File: config.mk
export PLATFORM = sky130hd
export DESIGN_NAME = distinct_value_set_table
export DESIGN_NICKNAME = d
export VERILOG_FILES = /design/src/design/dvst_pkg.sv /design/src/design/dvst_cell.sv /design/src/design/distinct_value_set_table.sv
export VERILOG_INCLUDE_DIRS = /design/src /design/src/design
export SDC_FILE = /design/constraint.sdc
export NUM_CORES = 1
export LEC_CHECK = 0
export BUFFER_PORTS_ARGS = -buffer_cell sky130_fd_sc_hd__buf_2
export CORE_ASPECT_RATIO = 1.4
export CORE_MARGIN = 2
export CORE_UTILIZATION = 60
export CTS_BUF_LIST = sky130_fd_sc_hd__clkbuf_4 sky130_fd_sc_hd__clkbuf_8 sky130_fd_sc_hd__clkbuf_16
export DETAILED_ROUTE_END_ITERATION = 7
export PLACE_DENSITY = 0.77
export SLEW_MARGIN = 20
export SYNTH_ARGS = -nofsm -noshare
export SYNTH_HDL_FRONTEND = slang
export SYNTH_SLANG_ARGS = --single-unit
export TNS_END_PERCENT = 5
File: constraint.sdc
create_clock -name clock -period 10.6 [get_ports clock]
set_input_delay 0 -clock clock [delete_from_list [all_inputs] [get_ports clock]]
set_output_delay 0 -clock clock [all_outputs]
set_load 0.05 [all_outputs]
File: src/design/distinct_value_set_table_macros.svh
// assertion macros shared by the set table rtl
`ifndef DISTINCT_VALUE_SET_TABLE_MACROS_SVH
`define DISTINCT_VALUE_SET_TABLE_MACROS_SVH

// same-cycle implication, disabled during reset
`define DVST_ASSERT_NOW(label, clk, rst, ante, cons, msg) \
   label: assert property (@(posedge clk) disable iff (rst) (ante) |-> (cons)) \
      else $error(msg);

// next-cycle implication, disabled during reset
`define DVST_ASSERT_NEXT(label, clk, rst, ante, cons, msg) \
   label: assert property (@(posedge clk) disable iff (rst) (ante) |=> (cons)) \
      else $error(msg);

`endif

File: src/design/dvst_pkg.sv
// types and constants for the distinct value set table
`default_nettype none
package dvst_pkg;

   localparam int CAPACITY = 16;
   localparam int DATA_W = 32;
   localparam int CNT_W = $clog2(CAPACITY + 1);
   localparam int POS_OUT_W = 5;
   localparam int CNT_OUT_W = 5;

   typedef enum logic [1:0] {
      OP_ADD = 2'd0,
      OP_REMOVE = 2'd1,
      OP_SEARCH = 2'd2
   } dvst_op_type;

   typedef enum logic [1:0] {
      ST_DONE = 2'd0,
      ST_PRESENT = 2'd1,
      ST_ABSENT = 2'd2,
      ST_FULL = 2'd3
   } dvst_status_type;

   typedef struct packed {
      dvst_op_type op;
      logic signed [DATA_W-1:0] value;
   } dvst_req_type;

   typedef struct packed {
      logic signed [POS_OUT_W-1:0] position;
      dvst_status_type status;
      logic [CNT_OUT_W-1:0] count;
   } dvst_rsp_type;

   // per-cell update controls
   typedef struct packed {
      logic load_key;
      logic take_next;
   } dvst_cell_ctl_type;

endpackage
`default_nettype wire

File: src/design/dvst_cell.sv
// one storage cell of the set table chain
`default_nettype none
module dvst_cell (
   input  logic clock,
   input  logic in_use,
   input  logic signed [dvst_pkg::DATA_W-1:0] key,
   input  logic signed [dvst_pkg::DATA_W-1:0] next_value,
   input  logic hit_before,
   input  dvst_pkg::dvst_cell_ctl_type ctl,
   output logic hit,
   output logic hit_through,
   output logic signed [dvst_pkg::DATA_W-1:0] value_out
);
   import dvst_pkg::*;

   logic signed [DATA_W-1:0] value_ff;
   logic signed [DATA_W-1:0] value_in;

   assign hit = in_use && (value_ff == key);
   // set when this cell or any cell below it holds the key
   assign hit_through = hit_before || hit;
   assign value_out = value_ff;

   always_comb begin
      value_in = value_ff;
      if (ctl.load_key) begin
         value_in = key;
      end else if (ctl.take_next) begin
         value_in = next_value;
      end
   end

   always_ff @(posedge clock) begin
      value_ff <= value_in;
   end

endmodule
`default_nettype wire

File: src/design/distinct_value_set_table.sv
// top level of the distinct value set table
//
// A set of up to CAPACITY distinct signed 32-bit values held in insertion
// order, one value per cell in a chain of cells. A request (op, value) is
// transferred at a rising edge where start is high and busy is low; busy
// stays low, so a request may be transferred at every edge. All cells
// compare the value at once in the transfer cycle and update in the same
// edge: add writes the cell at the current count, remove makes every cell
// from the hit position up take its upper neighbor's value.
// Each request gives one result (position found, status, count after the
// request) on rsp_data with rsp_valid high for exactly one cycle, the cycle
// after the transfer. Throughput is one request per cycle.
// The receiver cannot stall: a result is taken in its cycle.
// Synchronous reset empties the set (count zero); cell contents are not
// cleared and are never looked at until written.
`default_nettype none
`include "distinct_value_set_table_macros.svh"
module distinct_value_set_table (
   input  logic clock,
   input  logic reset,
   input  logic start,
   output logic busy,
   input  dvst_pkg::dvst_req_type req_data,
   output logic rsp_valid,
   output dvst_pkg::dvst_rsp_type rsp_data
);
   import dvst_pkg::*;

   logic [CNT_W-1:0] count_ff;
   logic [CNT_W-1:0] count_in;
   logic rsp_valid_ff;
   dvst_rsp_type rsp_data_ff;
   dvst_rsp_type rsp_data_in;

   logic accept;
   logic found;
   logic full;
   logic [CNT_W-1:0] hit_index;
   logic [CAPACITY-1:0] in_use;
   logic [CAPACITY-1:0] hit;
   logic [CAPACITY-1:0] hit_through;
   logic [CAPACITY-1:0] hit_before;
   logic signed [DATA_W-1:0] cell_value [CAPACITY];
   logic signed [DATA_W-1:0] next_value [CAPACITY];
   dvst_cell_ctl_type cell_ctl [CAPACITY];
   dvst_status_type status;
   logic do_add;
   logic do_remove;

   assign busy = 1'b0;
   assign accept = start && !busy;

   genvar g;
   generate
      for (g = 0; g < CAPACITY; g++) begin : g_cell
         assign in_use[g] = CNT_W'(g) < count_ff;
         if (g == 0) begin : g_first
            assign hit_before[g] = 1'b0;
         end else begin : g_rest
            assign hit_before[g] = hit_through[g-1];
         end
         if (g == CAPACITY - 1) begin : g_last
            assign next_value[g] = '0;
         end else begin : g_inner
            assign next_value[g] = cell_value[g+1];
         end

         assign cell_ctl[g].load_key = do_add && (count_ff == CNT_W'(g));
         assign cell_ctl[g].take_next = do_remove && hit_through[g]
            && (CNT_W'(g + 1) < count_ff);

         dvst_cell u_cell (
            .clock       (clock),
            .in_use      (in_use[g]),
            .key         (req_data.value),
            .next_value  (next_value[g]),
            .hit_before  (hit_before[g]),
            .ctl         (cell_ctl[g]),
            .hit         (hit[g]),
            .hit_through (hit_through[g]),
            .value_out   (cell_value[g])
         );
      end
   endgenerate

   assign found = hit_through[CAPACITY-1];
   assign full = count_ff >= CNT_W'(CAPACITY);

   // stored values are distinct, so at most one hit and an or-encode suffices
   always_comb begin
      hit_index = '0;
      for (int i = 0; i < CAPACITY; i++) begin
         if (hit[i]) begin
            hit_index = hit_index | CNT_W'(i);
         end
      end
   end

   always_comb begin
      do_add = 1'b0;
      do_remove = 1'b0;
      count_in = count_ff;
      status = found ? ST_DONE : ST_ABSENT;
      case (req_data.op)
         OP_ADD: begin
            if (found) begin
               status = ST_PRESENT;
            end else if (full) begin
               status = ST_FULL;
            end else begin
               status = ST_DONE;
               do_add = accept;
               if (accept) begin
                  count_in = count_ff + 1'b1;
               end
            end
         end
         OP_REMOVE: begin
            if (found) begin
               do_remove = accept;
               if (accept) begin
                  count_in = count_ff - 1'b1;
               end
            end
         end
         default: begin
         end
      endcase
   end

   always_comb begin
      rsp_data_in.position = found ? POS_OUT_W'(hit_index) : '1;
      rsp_data_in.status = status;
      rsp_data_in.count = CNT_OUT_W'(count_in);
   end

   always_ff @(posedge clock) begin
      if (reset) begin
         count_ff <= '0;
         rsp_valid_ff <= 1'b0;
      end else begin
         count_ff <= count_in;
         rsp_valid_ff <= accept;
      end
   end

   always_ff @(posedge clock) begin
      if (accept) begin
         rsp_data_ff <= rsp_data_in;
      end
   end

   assign rsp_valid = rsp_valid_ff;
   assign rsp_data = rsp_data_ff;

   `DVST_ASSERT_NOW(a_single_hit, clock, reset, 1'b1, $onehot0(hit),
      "more than one cell matched the key")
   `DVST_ASSERT_NOW(a_count_bound, clock, reset, 1'b1, count_ff <= CNT_W'(CAPACITY),
      "entry count above capacity")
   `DVST_ASSERT_NEXT(a_rsp_follows, clock, reset, accept, rsp_valid,
      "transfer without a result in the next cycle")
   `DVST_ASSERT_NEXT(a_add_grows, clock, reset,
      accept && (req_data.op == OP_ADD) && !found && !full,
      count_ff == $past(count_ff) + 1'b1, "add of a new value did not grow the count")
   `DVST_ASSERT_NEXT(a_remove_shrinks, clock, reset,
      accept && (req_data.op == OP_REMOVE) && found,
      (count_ff == $past(count_ff) - 1'b1) && (rsp_data.status == ST_DONE),
      "remove of a present value did not shrink the count")

endmodule
`default_nettype wire
==> flow_summary.yaml, run 1 <==
synthesis:
  top_post_synthesis_cells_by_count: "sky130_fd_sc_hd__edfxtp_1, sky130_fd_sc_hd__xor2_1, sky130_fd_sc_hd__mux2_2"
  post_syn_nets: 2124
  synth_enable_flop_cells: 524
  ys.warnings.count: 0
  postSynth.asyncResetShare_pct: 0
  postSynthAreaPerCell_um2: 14.1
  synthFlopType: "sky130_fd_sc_hd__edfxtp_1"
  yosysMostFrequentCell: "sky130_fd_sc_hd__edfxtp_1"
  post_synth_main_area_contributors: "sky130_fd_sc_hd__edfxtp_1, sky130_fd_sc_hd__xor2_1, sky130_fd_sc_hd__mux2_2"
  synth_sequential_area_ratio_pct: 54.1
  yosys_register_bits: 530
  synth_top_area_cell: "sky130_fd_sc_hd__edfxtp_1"
  synth_cells: 2082
  yosys.area.top_type_share_pct: 53.7
  post_synth_num_cell_types: 54
  synth_area_mm2: 0.0293
sta:
  final.setup_skew_ns: 0.0115
  rsz0062_at_grt: "no"
  maxSlewHeadroom_pct: 21.4
  setup_tns_ns: 0
  clock.fmax_mhz: 195
  final.period_utilization_pct: 48.4
  fin_crit_ns: 5.13
  timing.final.max_slew_violations: 0
  timing.final.hold_violations: 0
  final-setup-viol-count: 0
  max_slew.worst_pin.slew_ns: 1.17
global_routing:
  globalRouteOverflowTotal: 0
  grt_start_max_net_pins: 34
  vias_in_the_first_global_route: 17700
  grt_antenna_before_repair: 1
  grt_first_pass_wirelength_um: 114000
  grtUsageTotal_pct: 30.5
placed_design:
  postPlaceCellArea_mm2: 0.0296
  detailed_place_hpwl_um: 50800
  finalWeightedCongestion: 0.894
  portBuffers: 49
  place.detailed.instances: 2617
die:
  design.die.area_mm2: 0.0506
  fp-row-count: 95
  die-width_um: 191
  design.portCount: 51
  initial_utilization_pct: 60.8
  floorplan.die.height_um: 265
  core_area_mm2: 0.0481
clock_tree:
  post-cts-setup-buffer-count: 0
  clock_sink_count: 530
  root_buffer: "sky130_fd_sc_hd__clkbuf_16"
  htree_num_levels: 2
  max_buffers_root_to_sink: 3
  cts-buffers-inserted: 52
  cts_tree: "built"
  clock_insertion_delay_worst_skew_ns: 0.60
  path_clk_slew_ns: 0.06
cells_and_area:
  fin_nets: 2089
  finalNonFillerCells: 2716
  fin_area_mm2: 0.0313
  final_core_util_pct: 65.0
  layout-area-overhead-vs-synth_pct: 6.84
  post_route_cells_drive_above_1_share_pct: 23.9
outcome:
  run_status: "finished, final reports clean"
power_and_ir_drop:
  p_leak_nw: 11.1
  ir_worst_vdd_v: 0.000144
  p_per_area_mw_per_mm2: 140
setup_path:
  cp_data_required_time_ns: 10.83
  r2r_setup_slack_ns: 5.47
  critical_register_to_register_path_endpoint: "g_cell[15].u_cell.value_out[2]"
  setup.worst_path.start_class: "flip-flop"
  crit_arrival_ns: 5.36
  worst_r2r_path_depth: 9
  crit_type: "flip-flop to flip-flop"
  critPathCaptureType: "flip-flop"
  reg2reg_from: "count_ff[3]"
  critical_path_peak_fanout: 33
route:
  detailedRoute.firstPassIterationCount: 5
  remaining_drc_errors: 0
  wire_per_inst_um: 28.2
  antenna_left: 0
  drt_iter0_drc: 1557
  vias: 17000
  postRouteWirelength_um: 76600
  drt-vias-per-instance: 6.27
min_path:
  hold_critical_path_depth: 3
  timing.hold.worst.start: "req_data[23]"
  worstHoldPathType: "input pin to flip-flop"
  hold-path-endpoint: "g_cell[15].u_cell.value_out[23]"
job:
  maxCapViolCount: 0
==> logic make-up (layout without fill, tap and decap cells) <==
family	Yosys count	after routing	synth area share [%]
XOR/XNOR	515	515	15.4
adder cells (fa/ha/maj)	5	5	0.214
other	1	2	0.0128
buffers and inverters	197	200	4.18
AND/OR/NAND/NOR	314	314	6.65
AO/OA/AOI/OAI	37	37	0.837
multiplexers	483	483	18.6
flip-flops	530	530	54.1
==> per-layer routing <==
metal	GRT usage, %	vias up	routed length (µm)
met4	13.5	0	3550
met5	0	-	0
met2	55.9	633	41100
met3	4.14	174	4000
met1	35.4	8676	27900
li1	-	7541	-
==> critical path: stages, from the launching register on <==
cell	delay (ns)
sky130_fd_sc_hd__dfxtp_1	0.50
sky130_fd_sc_hd__and2_0	0.41
sky130_fd_sc_hd__o211ai_1	0.44
sky130_fd_sc_hd__nor4_1	0.10
sky130_fd_sc_hd__and4_1	0.29
sky130_fd_sc_hd__nor4_2	0.49
sky130_fd_sc_hd__nand3_2	0.23
sky130_fd_sc_hd__nor2_4	0.56
sky130_fd_sc_hd__and3_1	0.91
sky130_fd_sc_hd__or2_2	0.80
==> metrics by stage <==
step	hold slack (ns)	setup slack (ns)	power (W)
2_1_floorplan	0.0691	5.32	0.00249
3_3_place_gp	0.291	5.64	0.00256
3_5_place_dp	0.291	5.49	0.00256
4_1_cts	0.135	5.45	0.00439
5_1_grt	0.159	5.15	0.00448
6_report	0.152	5.47	0.00438
==> worst max path at each step <==
stage,from,endpoint,cells past startpoint
6_report,count_ff[3],g_cell[15].u_cell.value_out[2],9
3_5_place_dp,count_ff[4],g_cell[15].u_cell.value_out[7],9
5_1_grt,count_ff[4],g_cell[15].u_cell.value_out[26],9
3_3_place_gp,count_ff[3],g_cell[15].u_cell.value_out[30],9
4_1_cts,count_ff[4],g_cell[15].u_cell.value_out[3],9
2_1_floorplan,count_ff[1],g_cell[2].u_cell.value_out[0],10
==> flip-flops by register name, indices dropped and copies added (netlist names) <==
register	flops
rsp_valid	1
rsp_data	12
count_ff	5
g_cell.u_cell.value_out	512
==> final cells by class <==
cell class              count  area [µm²]
repair buffers            104         673
clock buffers              63        1400
inverters                   4        15.0
fillers                  3528       16900
well taps                 630         788
clock inverters            29         259
diodes                      1        2.50
multi-input cells        1355       12300
flip-flops and latches    530       15900
==> layout by cell type (no fill, tap or decap), drive strengths merged, types with 2 or more instances in the layout <==
master	Yosys	final
edfxtp	524	524
mux2	482	482
xor2	435	435
nor4	120	120
buf	149	98
xnor2	80	80
clkbuf	44	63
nand4	39	39
and2	34	34
nand3	30	30
clkinv	0	23
nor3	22	22
nor2	21	21
nand2	19	19
o21ai	10	10
and3	8	8
a21oi	6	6
or2	6	6
dfxtp	6	6
dlygate4sd3	0	6
o31ai	5	5
ha	5	5
bufinv	0	5
inv	4	4
nor2b	4	4
a31oi	3	3
and4	3	3
a211oi	3	3
nand2b	2	2
nor3b	2	2
nand3b	2	2
==> where the power goes <==
part           switching, W  internal [W]
combinational      0.000170     0.0000724
sequential       0.00000293       0.00227
clock              0.000802       0.00106
==> timing repair <==
action,CTS,global route
hold buffers,6,0
hold endpoints to repair,25,0
resized for setup,0,0
endpoints found under the setup margin,0,0
(Power assumes the default switching activity.)
==> run 2, diff against run 1 <==
- ABC_AREA: default -> 1
- PLACE_DENSITY: 0.77 -> 0.76
- clock period: 10.6 -> 5.03 ns (I/O delays scaled with it)
==> run 2 against run 1 <==
Against the previous run: the flow now finishes with violations (DRC); largest power group unchanged; register-to-register slack worse by 4.7 ns; via count rose by 71%; clock skew up 0.0053 ns; flip-flop and latch count unchanged; die area up 13%; synthesized area increased by 14%; hold slack worse by 0.093 ns; synthesized cell count is 91% higher; combinational power grew to 4.0 times the previous value; critical path depth increased by 6; clock power up 130%; fmax up 21%.
==> flow_summary.yaml, run 2 <==
synthesis:
  synthFlopType: "sky130_fd_sc_hd__edfxtp_1"
  top_post_synthesis_cells_by_count: "sky130_fd_sc_hd__nand2_1, sky130_fd_sc_hd__edfxtp_1, sky130_fd_sc_hd__nor2_1"
  post_syn_nets: 4010
  synth_sequential_area_ratio_pct: 47.6
  yosys_register_bits: 530
  synth_area_mm2: 0.0333
  yosys.area.top_type_share_pct: 47.3
  synth_top_area_cell: "sky130_fd_sc_hd__edfxtp_1"
  post_synth_num_cell_types: 51
  ys.warnings.count: 0
  postSynthAreaPerCell_um2: 8.39
  yosysMostFrequentCell: "sky130_fd_sc_hd__nand2_1"
  postSynth.asyncResetShare_pct: 0
  post_synth_main_area_contributors: "sky130_fd_sc_hd__edfxtp_1, sky130_fd_sc_hd__nand2_1, sky130_fd_sc_hd__xnor2_1"
  synth_enable_flop_cells: 524
  synth_cells: 3968
power_and_ir_drop:
  ir_worst_vdd_v: 0.000270
  p_leak_nw: 15.1
  p_per_area_mw_per_mm2: 278
setup_path:
  critical_path.startpoint: "count_ff[4]"
  r2r_setup_slack_ns: 0.79
  critical_path_peak_fanout: 32
  cp.buffers_inverters: 2
  setup.worst_path.start_class: "flip-flop"
  cell_by_cell_trace_of_the_critical_path: "nor2_8 > nand2_4 > clkinv_2 > nand2_1 > and3_1 > nand3_2 > nand3_2 > nor2_4 > nand4_2 > nor2_4 > nand4_4 > nor2_4 > nand4_1 > o31ai_4 > buf_4"
  critPathCaptureType: "flip-flop"
  crit_arrival_ns: 4.51
  reg2reg_from: "count_ff[4]"
  critical_register_to_register_path_endpoint: "g_cell[7].u_cell.value_out[14]"
  worst_r2r_path_depth: 15
  cp_num_cells: 15
  cpLargestDelayFamily: "simple AND/OR/NAND/NOR gates"
  crit_type: "flip-flop to flip-flop"
  timing.critical_path.mode_cell: "sky130_fd_sc_hd__nor2_4"
  max_stage_delay_ns: 0.50
  cp_data_required_time_ns: 5.30
  critical_path.slowest_cell: "sky130_fd_sc_hd__dfxtp_1"
  setup.worst_path.end: "g_cell[7].u_cell.value_out[14]"
clock_tree:
  cts_tree: "built"
  path_clk_slew_ns: 0.07
  cts-buffers-inserted: 54
  clock_sink_count: 530
  root_buffer: "sky130_fd_sc_hd__clkbuf_16"
  clock_insertion_delay_worst_skew_ns: 0.63
  htree_num_levels: 2
  max_buffers_root_to_sink: 3
sta:
  fin_crit_ns: 4.24
  timing.final.max_slew_violations: 0
  worst_setup_slack_final_ns: 0.790
  final.period_utilization_pct: 84.3
  final.setup_skew_ns: 0.0168
  hold_ws_ns: 0.0586
  rsz0062_at_grt: "no"
  max_slew.worst_pin.slew_ns: 1.15
  timing.final.hold_violations: 0
  clock.fmax_mhz: 236
  final-setup-viol-count: 0
  setup_tns_ns: 0
  maxSlewHeadroom_pct: 22.8
cells_and_area:
  fillCellCount: 4762
  mostFrequentLayoutCells: "sky130_fd_sc_hd__nand2_1, sky130_fd_sc_hd__edfxtp_1, sky130_fd_sc_hd__nor2_1"
  layout-area-overhead-vs-synth_pct: 7.94
  fin_nets: 4002
  total_area_of_sequential_cells_mm2: 0.0159
  multi_input_area_mm2: 0.0147
  largest_register_ff_count: 512
  fin_area_mm2: 0.0359
  post_route_cells_drive_above_1_share_pct: 11.2
  final_core_util_pct: 65.2
  mostFrequentLayoutCell: "sky130_fd_sc_hd__nand2_1"
outcome:
  run_status: "finished, violations left"
  failed_checks: "DRC"
min_path:
  timing.hold.worst.start: "req_data[11]"
  worstHoldPathType: "input pin to flip-flop"
  hold_critical_path_depth: 4
route:
  remaining_drc_errors: 1
  drt_iter0_drc: 3099
  wire_per_inst_um: 27.3
  drt-vias-per-instance: 6.16
  antenna_left: 0
  postRouteWirelength_um: 129000
  vias: 29200
  detailedRoute.firstPassIterationCount: 8
global_routing:
  grt_first_pass_wirelength_um: 185000
  globalRouteOverflowTotal: 0
  grt_antenna_before_repair: 11
  vias_in_the_first_global_route: 28200
  grtUsageTotal_pct: 45.6
  grt_start_max_net_pins: 66
placed_design:
  portBuffers: 49
  pre_cts_slack_ns: 0.867
  postPlaceCellArea_mm2: 0.0340
  finalWeightedCongestion: 1.05
  detailed_place_hpwl_um: 97300
die:
  design.portCount: 51
  floorplan.die.height_um: 283
  initial_utilization_pct: 60.4
  die-width_um: 203
  core_area_mm2: 0.0551
  fp-row-count: 102
  design.die.area_mm2: 0.0574
job:
  maxCapViolCount: 0
run 2: changes by cell type after synthesis, sizes merged, moves of 49 or more:
cell,previous run,this run
xnor2,80,191
xor2,435,142
o21ai,10,526
mux2,482,0
nor4,120,35
nand2,19,1256
inv,4,291
nand3,30,103
nor2,21,383
nand4,39,88
run 2: worst min-delay path, cell delays in order:
cell and delay (ns):
sky130_fd_sc_hd__buf_2 0.14, sky130_fd_sc_hd__inv_2 0.09, sky130_fd_sc_hd__buf_4 0.20, sky130_fd_sc_hd__o21ai_2 0.13
run 2: how the worst min path moves through the flow:
stage | end
final | g_cell[2].u_cell.value_out[11]
after floorplan | count_ff[0]
after global routing | g_cell[1].u_cell.value_out[11]
after CTS | g_cell[2].u_cell.value_out[11]
after detailed placement | count_ff[0]
after global placement | count_ff[0]
run 2: repair_timing:
item	in CTS	in global routing
buffers inserted	0	0
endpoints found under the hold margin	51	0
resized for setup	0	0
hold buffers	9	0
run 2: per-stage QoR:
step / power (W) / instances
floorplan: 0.00545 / 3968
global placement: 0.00581 / 4621
detailed placement: 0.00581 / 4621
CTS: 0.00990 / 4729
global route: 0.0101 / 4731
finish: 0.00998 / 4735
run 2: report_power, final:
| group | switching (W) | internal [W] |
|---|---|---|
| sequential | 0.00000918 | 0.00480 |
| clock | 0.00184 | 0.00236 |
| combinational | 0.000732 | 0.000240 |
| total | 0.00258 | 0.00740 |
run 2: final cells by class:
class / instances / share of cell area [%]
diodes: 4 / 0.0279
flip-flops and latches: 530 / 44.1
clock inverters: 35 / 0.954
clock buffers: 64 / 4.02
repair buffers: 181 / 4.25
inverters: 292 / 3.05
multi-input cells: 2901 / 41.0
well taps: 728 / 2.54
run 2: cells by family after synthesis:
kind of cell / count (synthesis) / share of synthesized area (%)
simple gates: 2007 / 25.5
compound gates: 555 / 9.26
buf+inv: 537 / 8.63
flops: 530 / 47.6
xor+xnor: 333 / 8.76
fa+ha+maj: 5 / 0.188
other cells: 1 / 0.0113
run 2: metal layers:
metal / track usage, % / wire length (µm)
met1: 43.7 / 38100
met4: 48.9 / 17100
met2: 76.9 / 61700
met3: 11.5 / 12300
met5: 0 / 94
